`src/hw/rtl/wrfb_pkg.sv`:
```
// Shared types and constants for the watch request frame builder.
package wrfb_pkg;

    localparam int MAX_ENTRIES_DEFAULT = 50;
    localparam int QUEUE_DEPTH = 4;
    localparam int QUEUE_PTR_W = $clog2(QUEUE_DEPTH);
    localparam int QUEUE_CNT_W = $clog2(QUEUE_DEPTH + 1);

    localparam logic [7:0] START_BYTE = 8'hAA;
    localparam logic [7:0] STOP_BYTE = 8'h55;

    typedef struct packed {
        logic        first;
        logic        last;
        logic [5:0]  count;
        logic [7:0]  len;
        logic [31:0] addr;
        logic [7:0]  size;
    } wrfb_cmd_t;

endpackage

```
`src/hw/rtl/wrfb_front.sv`:
```
// Front end: accepts entries, drops strays, saturates the count and queues commands.
module wrfb_front
    import wrfb_pkg::*;
#(
    parameter int MAX_ENTRIES = MAX_ENTRIES_DEFAULT
)
(
    input  logic        clk,
    input  logic        rst_n,
    input  logic        in_valid,
    output logic        in_stall,
    input  logic        first_entry,
    input  logic [5:0]  entry_count,
    input  logic [31:0] entry_address,
    input  logic [7:0]  data_size,
    input  logic        last_entry,
    input  logic        q_full,
    output logic        q_push,
    output wrfb_cmd_t   q_cmd,
    output logic        frame_open
);

    localparam logic [5:0] MAX_COUNT = 6'(MAX_ENTRIES);

    logic       frame_open_reg;
    logic       frame_open_next;
    logic       accept;
    logic       keep;
    logic [5:0] count_sat;

    assign in_stall = q_full;
    assign accept = in_valid && !q_full;
    assign keep = first_entry || frame_open_reg;
    assign q_push = accept && keep;
    assign count_sat = (entry_count > MAX_COUNT) ? MAX_COUNT : entry_count;
    assign frame_open = frame_open_reg;

    always_comb
    begin
        q_cmd.first = first_entry;
        q_cmd.last = last_entry;
        q_cmd.count = count_sat;
        q_cmd.len = {count_sat, 2'b00} + {2'b00, count_sat} + 8'd1;
        q_cmd.addr = entry_address;
        q_cmd.size = data_size;
    end

    always_comb
    begin
        frame_open_next = frame_open_reg;
        if (q_push)
        begin
            frame_open_next = !last_entry;
        end
    end

    always_ff @(posedge clk or negedge rst_n)
    begin
        if (!rst_n)
        begin
            frame_open_reg <= 1'b0;
        end
        else
        begin
            frame_open_reg <= frame_open_next;
        end
    end

endmodule

```
`src/hw/rtl/wrfb_queue.sv`:
```
// Short command queue between the front and the back.
module wrfb_queue
    import wrfb_pkg::*;
(
    input  logic       clk,
    input  logic       rst_n,
    input  logic       push,
    input  wrfb_cmd_t  push_cmd,
    input  logic       pop,
    output wrfb_cmd_t  head,
    output logic       full,
    output logic       empty
);

    wrfb_cmd_t              entries [QUEUE_DEPTH];
    logic [QUEUE_PTR_W-1:0] wr_ptr_reg;
    logic [QUEUE_PTR_W-1:0] rd_ptr_reg;
    logic [QUEUE_CNT_W-1:0] cnt_reg;
    logic [QUEUE_CNT_W-1:0] cnt_next;

    assign full = (cnt_reg == QUEUE_CNT_W'(QUEUE_DEPTH));
    assign empty = (cnt_reg == '0);
    assign head = entries[rd_ptr_reg];

    always_comb
    begin
        cnt_next = cnt_reg;
        if (push && !pop)
        begin
            cnt_next = cnt_reg + QUEUE_CNT_W'(1);
        end
        else if (pop && !push)
        begin
            cnt_next = cnt_reg - QUEUE_CNT_W'(1);
        end
    end

    always_ff @(posedge clk)
    begin
        if (push)
        begin
            entries[wr_ptr_reg] <= push_cmd;
        end
    end

    always_ff @(posedge clk or negedge rst_n)
    begin
        if (!rst_n)
        begin
            wr_ptr_reg <= '0;
            rd_ptr_reg <= '0;
            cnt_reg <= '0;
        end
        else
        begin
            if (push)
            begin
                wr_ptr_reg <= wr_ptr_reg + QUEUE_PTR_W'(1);
            end
            if (pop)
            begin
                rd_ptr_reg <= rd_ptr_reg + QUEUE_PTR_W'(1);
            end
            cnt_reg <= cnt_next;
        end
    end

endmodule

```
`src/hw/rtl/wrfb_back.sv`:
```
// Back end: serializes queued commands into frame bytes with the running checksum.
module wrfb_back
    import wrfb_pkg::*;
(
    input  logic       clk,
    input  logic       rst_n,
    input  logic [7:0] function_code,
    input  wrfb_cmd_t  head,
    input  logic       q_empty,
    output logic       q_pop,
    output logic       out_valid,
    input  logic       out_stall,
    output logic [7:0] frame_byte,
    output logic       frame_end
);

    typedef enum logic [3:0] {
        ST_START = 4'b0001,
        ST_HEAD  = 4'b0010,
        ST_BODY  = 4'b0100,
        ST_TAIL  = 4'b1000
    } wrfb_state_t;

    wrfb_state_t st_reg;
    wrfb_state_t st_next;
    wrfb_state_t phase;
    logic [2:0]  idx_reg;
    logic [2:0]  idx_next;
    logic [2:0]  idx;
    logic [7:0]  sum_reg;
    logic [7:0]  sum_next;
    logic        out_valid_reg;
    logic        out_valid_next;
    logic [7:0]  out_byte_reg;
    logic [7:0]  out_byte_next;
    logic        out_end_reg;
    logic        out_end_next;
    logic        adv;
    logic [7:0]  byte_sel;
    logic        end_sel;

    assign adv = !q_empty && (!out_valid_reg || !out_stall);
    assign out_valid = out_valid_reg;
    assign frame_byte = out_byte_reg;
    assign frame_end = out_end_reg;

    always_comb
    begin
        if (st_reg == ST_START)
        begin
            phase = head.first ? ST_HEAD : ST_BODY;
            idx = 3'd0;
        end
        else
        begin
            phase = st_reg;
            idx = idx_reg;
        end
    end

    always_comb
    begin
        byte_sel = 8'h00;
        end_sel = 1'b0;
        sum_next = sum_reg;
        st_next = st_reg;
        idx_next = idx_reg;
        q_pop = 1'b0;
        case (phase)
            ST_HEAD:
            begin
                st_next = ST_HEAD;
                idx_next = idx + 3'd1;
                case (idx[1:0])
                    2'd0: byte_sel = START_BYTE;
                    2'd1: byte_sel = function_code;
                    2'd2: byte_sel = head.len;
                    default:
                    begin
                        byte_sel = {2'b00, head.count};
                        sum_next = {2'b00, head.count};
                        st_next = ST_BODY;
                        idx_next = 3'd0;
                    end
                endcase
            end
            ST_BODY:
            begin
                st_next = ST_BODY;
                idx_next = idx + 3'd1;
                case (idx)
                    3'd0: byte_sel = head.addr[7:0];
                    3'd1: byte_sel = head.addr[15:8];
                    3'd2: byte_sel = head.addr[23:16];
                    3'd3: byte_sel = head.addr[31:24];
                    default:
                    begin
                        byte_sel = head.size;
                        idx_next = 3'd0;
                        if (head.last)
                        begin
                            st_next = ST_TAIL;
                        end
                        else
                        begin
                            st_next = ST_START;
                            q_pop = adv;
                        end
                    end
                endcase
                sum_next = sum_reg + byte_sel;
            end
            ST_TAIL:
            begin
                if (idx == 3'd0)
                begin
                    byte_sel = sum_reg;
                    st_next = ST_TAIL;
                    idx_next = 3'd1;
                end
                else
                begin
                    byte_sel = STOP_BYTE;
                    end_sel = 1'b1;
                    sum_next = 8'h00;
                    st_next = ST_START;
                    idx_next = 3'd0;
                    q_pop = adv;
                end
            end
            default:
            begin
                st_next = ST_START;
                idx_next = 3'd0;
            end
        endcase
    end

    always_comb
    begin
        out_valid_next = out_valid_reg && out_stall;
        out_byte_next = out_byte_reg;
        out_end_next = out_end_reg;
        if (adv)
        begin
            out_valid_next = 1'b1;
            out_byte_next = byte_sel;
            out_end_next = end_sel;
        end
    end

    always_ff @(posedge clk or negedge rst_n)
    begin
        if (!rst_n)
        begin
            st_reg <= ST_START;
            idx_reg <= 3'd0;
            sum_reg <= 8'h00;
            out_valid_reg <= 1'b0;
        end
        else
        begin
            out_valid_reg <= out_valid_next;
            if (adv)
            begin
                st_reg <= st_next;
                idx_reg <= idx_next;
                sum_reg <= sum_next;
            end
        end
    end

    always_ff @(posedge clk)
    begin
        out_byte_reg <= out_byte_next;
        out_end_reg <= out_end_next;
    end

endmodule

```
`src/hw/rtl/watch_request_frame_builder_top.sv`:
```
// Watch request frame builder: takes one watch entry per transaction and emits
// the request frame one byte per transaction. A first entry adds the four header
// bytes (0xAA, function code, length, count), every entry adds its four address
// bytes low first and its size byte, and a last entry adds the checksum and the
// stop byte 0x55 flagged by frame_end. The output runs at one byte per cycle when
// the queue is not empty and out_stall does not hold the single byte-wide output
// register. A four-deep command queue lets entries be taken while earlier bytes
// are still going out. Entries other than a first entry that arrive with no frame
// open are dropped; counts above MAX_ENTRIES are clamped. Write function_code only
// while the block is idle.
module watch_request_frame_builder_top
    import wrfb_pkg::*;
#(
    parameter int MAX_ENTRIES = MAX_ENTRIES_DEFAULT
)
(
    input  logic        clk,
    input  logic        rst_n,
    input  logic        cfg_valid,
    output logic        cfg_ready,
    input  logic [7:0]  function_code,
    input  logic        in_valid,
    output logic        in_stall,
    input  logic        first_entry,
    input  logic [5:0]  entry_count,
    input  logic [31:0] entry_address,
    input  logic [7:0]  data_size,
    input  logic        last_entry,
    output logic        out_valid,
    input  logic        out_stall,
    output logic [7:0]  frame_byte,
    output logic        frame_end
);

    logic [7:0] function_code_reg;
    logic       q_push;
    logic       q_pop;
    logic       q_full;
    logic       q_empty;
    wrfb_cmd_t  push_cmd;
    wrfb_cmd_t  head;
    logic       frame_open;

    assign cfg_ready = 1'b1;

    always_ff @(posedge clk or negedge rst_n)
    begin
        if (!rst_n)
        begin
            function_code_reg <= 8'h00;
        end
        else if (cfg_valid && cfg_ready)
        begin
            function_code_reg <= function_code;
        end
    end

    wrfb_front #(
        .MAX_ENTRIES(MAX_ENTRIES)
    ) u_front (
        .clk          (clk),
        .rst_n        (rst_n),
        .in_valid     (in_valid),
        .in_stall     (in_stall),
        .first_entry  (first_entry),
        .entry_count  (entry_count),
        .entry_address(entry_address),
        .data_size    (data_size),
        .last_entry   (last_entry),
        .q_full       (q_full),
        .q_push       (q_push),
        .q_cmd        (push_cmd),
        .frame_open   (frame_open)
    );

    wrfb_queue u_queue (
        .clk     (clk),
        .rst_n   (rst_n),
        .push    (q_push),
        .push_cmd(push_cmd),
        .pop     (q_pop),
        .head    (head),
        .full    (q_full),
        .empty   (q_empty)
    );

    wrfb_back u_back (
        .clk          (clk),
        .rst_n        (rst_n),
        .function_code(function_code_reg),
        .head         (head),
        .q_empty      (q_empty),
        .q_pop        (q_pop),
        .out_valid    (out_valid),
        .out_stall    (out_stall),
        .frame_byte   (frame_byte),
        .frame_end    (frame_end)
    );

    a_no_overflow: assert property (@(posedge clk) disable iff (!rst_n)
        q_push |-> !q_full)
        else $error("command pushed into a full queue");

    a_no_pop_empty: assert property (@(posedge clk) disable iff (!rst_n)
        q_pop |-> !q_empty)
        else $error("command popped from an empty queue");

    a_stray_dropped: assert property (@(posedge clk) disable iff (!rst_n)
        (in_valid && !in_stall && !first_entry && !frame_open) |-> !q_push)
        else $error("entry outside a frame was queued");

    a_end_is_stop: assert property (@(posedge clk) disable iff (!rst_n)
        (out_valid && frame_end) |-> (frame_byte == STOP_BYTE))
        else $error("frame end flagged on a byte other than the stop byte");

endmodule

```
`config.mk`:
```
export PLATFORM = sky130hd
export DESIGN_NAME = watch_request_frame_builder_top
export DESIGN_NICKNAME = d
export VERILOG_FILES = /design/src/hw/rtl/wrfb_pkg.sv /design/src/hw/rtl/wrfb_front.sv /design/src/hw/rtl/wrfb_queue.sv /design/src/hw/rtl/wrfb_back.sv /design/src/hw/rtl/watch_request_frame_builder_top.sv
export SDC_FILE = /design/constraint.sdc
export NUM_CORES = 1
export LEC_CHECK = 0
export BUFFER_PORTS_ARGS = -buffer_cell sky130_fd_sc_hd__buf_4
export CAP_MARGIN = 20
export CORE_ASPECT_RATIO = 1.2
export CORE_UTILIZATION = 30
export CTS_CLUSTER_SIZE = 14
export DETAILED_ROUTE_END_ITERATION = 6
export PLACE_DENSITY_LB_ADDON = 0.1
export SYNTH_ARGS = -nofsm -noshare
export SYNTH_HDL_FRONTEND = slang
export SYNTH_SLANG_ARGS = --single-unit
```
`constraint.sdc`:
```
create_clock -name clk -period 7.6 [get_ports clk]
set_input_delay 1.52 -clock clk [delete_from_list [all_inputs] [get_ports clk]]
set_output_delay 1.52 -clock clk [all_outputs]
set_load 0.01 [all_outputs]
```
==> impl_results.md <==
* CTS Hold Bufs at 0
* Vias in the first global route at 6,283
* Die area at 37,900 um^2
* Final #Nets at ~780
* Placed cell count at 1,135
* Max-Cap Viols at 0
* Number of port buffers at 71
* Critical path launch point type: flip-flop
* Initial Utilization at 0.307
* WHS Path Cells at 2
* Unrepaired setup endpoints after global routing: false
* Crit Path Category: flip-flop to flip-flop
* Critical path, cell by cell: or4b_1 > nand2_1 > ha_1 > a22oi_1 > a31oi_1 > ha_1 > a211o_1 > o2111ai_1 > a311oi_1 > xnor2_1 > a21boi_0 > o22ai_1
* Max VDD drop at 0.158 mV
* Reg2Reg Launch Point: u_back.st_reg[0]
* CP delay by family, top: compound AO/OA/AOI/OAI gates
* Final core occ at 0.360
* Worst endpoint required time at 8.03 ns
* FFs w/ async S/R, synth at 0.121
* Ys flop type: edfxtp_1
* Clock sinks at 265
* Most common library cells after synthesis: edfxtp_1 (233), mux4_2 (56), dfrtp_1 (31), nor2_1 (31), a22oi_1 (25)
* Slew Limit Fails at 0
* CP peak stage delay at 0.64 ns
* Final setup TNS at 0 ns
* Setup Fix Bufs, Post-CTS at 0
* Pwr dens at approximately 330 nW/um^2
* Post-synthesis cell count at 623
* Core ar. at 36,200 um^2
* Crit Reg-Reg Endpoint: u_back.sum_reg[7]
* Top cell by count, worst path: ha_1
* #FFs+latches synth at 265
* CP Max Fanout at 20
* Post-CTS sizing at 0
* Share of post-route cells with drive strength above 1 at 0.278
* WP buf/inv at 0
* Post-route clock skew at approximately 0.0094 ns
* First-pass GRT wire length at between 30,000 and 40,000 um
* Fin crit share at 0.573
* Setup crit end kind: flip-flop
* Net Count, Synth at 710
* Final ANT Viol Nets at 0
* Die width at 178 um
* Final hold viol count at 0
* FP Rows at 76
* Initial antenna violation count at 0
* R2R setup slack at 3.24 ns
* Final setup violation count at 0
* Die height at around 210 um
* Largest register FFs at 224
* Fmax at roughly 0.23 GHz
* Leakage at around 4.4 nW
* EDFF count, synth at 233
* Clock Tree Root: clkbuf_16
* Status: finished, final reports clean
* Synth warn at 0
* Routability Congestion at 0.792
* Largest register by flop count: u_queue.entries
* Vias/cell at 4.96
* Worst R2R Path Depth at 12
* CTS Buf Count at 28
* Slowest cell on the critical path: dfstp_2
* Fin crit period at roughly 4.4 ns
* Largest net degree at the start of global routing at 57
* Drt total wl at 25,700 um
* Sequential area share after synthesis at 0.701
* Clock buffer depth at 3
* Fillers at 3,356
* Iter 0 DRT Violations at 461
* Count leader, synth: edfxtp_1
* Hold path start: u_back.out_valid
* Ports at 73
* CTS tree: built
* Total number of vias at 5,888
* DP HPWL at 15,900 um
* HP Class: flip-flop to flip-flop
* Hold worst-path end: u_back.out_valid
* Yosys top cell area share at 0.629
* Remaining DRCs at 0
* Synth cell types at between 50 and 60
* Least-Margin Pin Slew at 1.02 ns
* Cell Area, Synth at 11,100 um^2
* Total grt overflow at 0
* Top post-synthesis cells by area: edfxtp_1 (63%), mux4_2 (11%), dfrtp_1 (7.0%)
* Leading area contributor after synthesis: edfxtp_1
* Detailed Routing Iterations Pass 1 at 4
* Clock slew at reported path FFs at 0.07 ns
* Ant diodes at 0
* Drt wl/cell at 21.7 um
* P&R area growth vs syn at 17.2%
* Non-Filler Instances at 1,187
* Setup crit start: u_back.st_reg[0]
* Total Routing Usage GR at 0.140
* Worst-Skew Late Latency at 0.55 ns
* Htree depth at 1
* Critical Path AT at roughly 4.8 ns
* Avg Cell Area, Syn at 17.9 um^2
* Max-Slew Margin vs Limit at 0.309
==> layout make-up <==
class / count / area (um^2) / area share
inverter: 15 / 56.3 / 0.00432
multi-input combinational: 308 / 3080 / 0.236
clock inverter: 20 / 180 / 0.0138
timing repair buffer: 79 / 593 / 0.0455
clock buffer: 32 / 737 / 0.0565
tap: 468 / 586 / 0.0449
sequential: 265 / 7800 / 0.599
==> worst min-delay path, stage by stage (launching register included) <==
cell and delay [ns]:
dfrtp_1 0.36, nand2_1 0.06, nand2_1 0.04
==> placed cells by master (no fill, tap or decap), drive strengths merged, types with 4 or more instances in the layout <==
cell	synthesis	routed
a22o	11	11
nand2	22	22
mux4	56	56
xor2	7	7
mux2	10	10
nand3	7	7
edfxtp	233	233
a221o	7	7
nor3	4	4
nor2	31	31
and2	6	6
xnor2	11	11
o21bai	4	4
o21ai	14	14
clkbuf	11	32
a21oi	21	21
inv	15	16
dfrtp	31	31
ha	24	24
a22oi	25	25
nor2b	6	6
clkinv	0	15
a31oi	8	8
buf	24	79
==> layer usage <==
metal / track usage / vias up / wire length (um) / part of all wire
met2: 0.245 / 147 / 13000 / 0.51
li1: - / 2647 / - / -
met1: 0.173 / 3047 / 10700 / 0.42
met4: 0.0578 / 0 / 838 / 0.033
met5: 0 / - / 0 / 0
met3: 0.0210 / 47 / 1130 / 0.044
==> per-stage QoR <==
stage	hold slack, ns	setup WS, ns	instance area, um^2	total power [mW]
finish	0.494	3.24	13000	4.32
global route	0.540	3.00	13000	4.54
CTS	0.499	3.26	13000	4.38
detailed placement	0.485	3.15	12100	3.01
global placement	0.475	3.33	12100	2.97
floorplan	0.456	3.81	11100	2.65
==> worst max path at each step <==
| stage | to | slack [ns] | cells past startpoint |
|---|---|---|---|
| after floorplan | u_back.sum_reg[6] | 3.81 | 17 |
| after global placement | u_queue.entries[0][47] | 3.33 | 10 |
| after detailed placement | u_queue.entries[2][47] | 3.15 | 10 |
| after CTS | u_back.sum_reg[7] | 3.26 | 12 |
| after global routing | u_back.sum_reg[7] | 3.00 | 12 |
| final | u_back.sum_reg[7] | 3.24 | 12 |
==> power by group <==
part	total, mW	internal (mW)	switching [mW]	leakage (nW)
Combinational	0.964	0.381	0.583	1.48
Sequential	1.99	1.89	0.100	2.52
Clock	1.36	0.797	0.562	0.451
==> cells by family after synthesis <==
family          share of synthesized area
mux                                 0.123
xor+xnor                           0.0142
fa+ha+maj                          0.0306
simple gates                       0.0407
compound gates                     0.0672
other cells                      0.000337
buf+inv                            0.0227
flops                               0.701
Power figures use the tool's default switching activity.
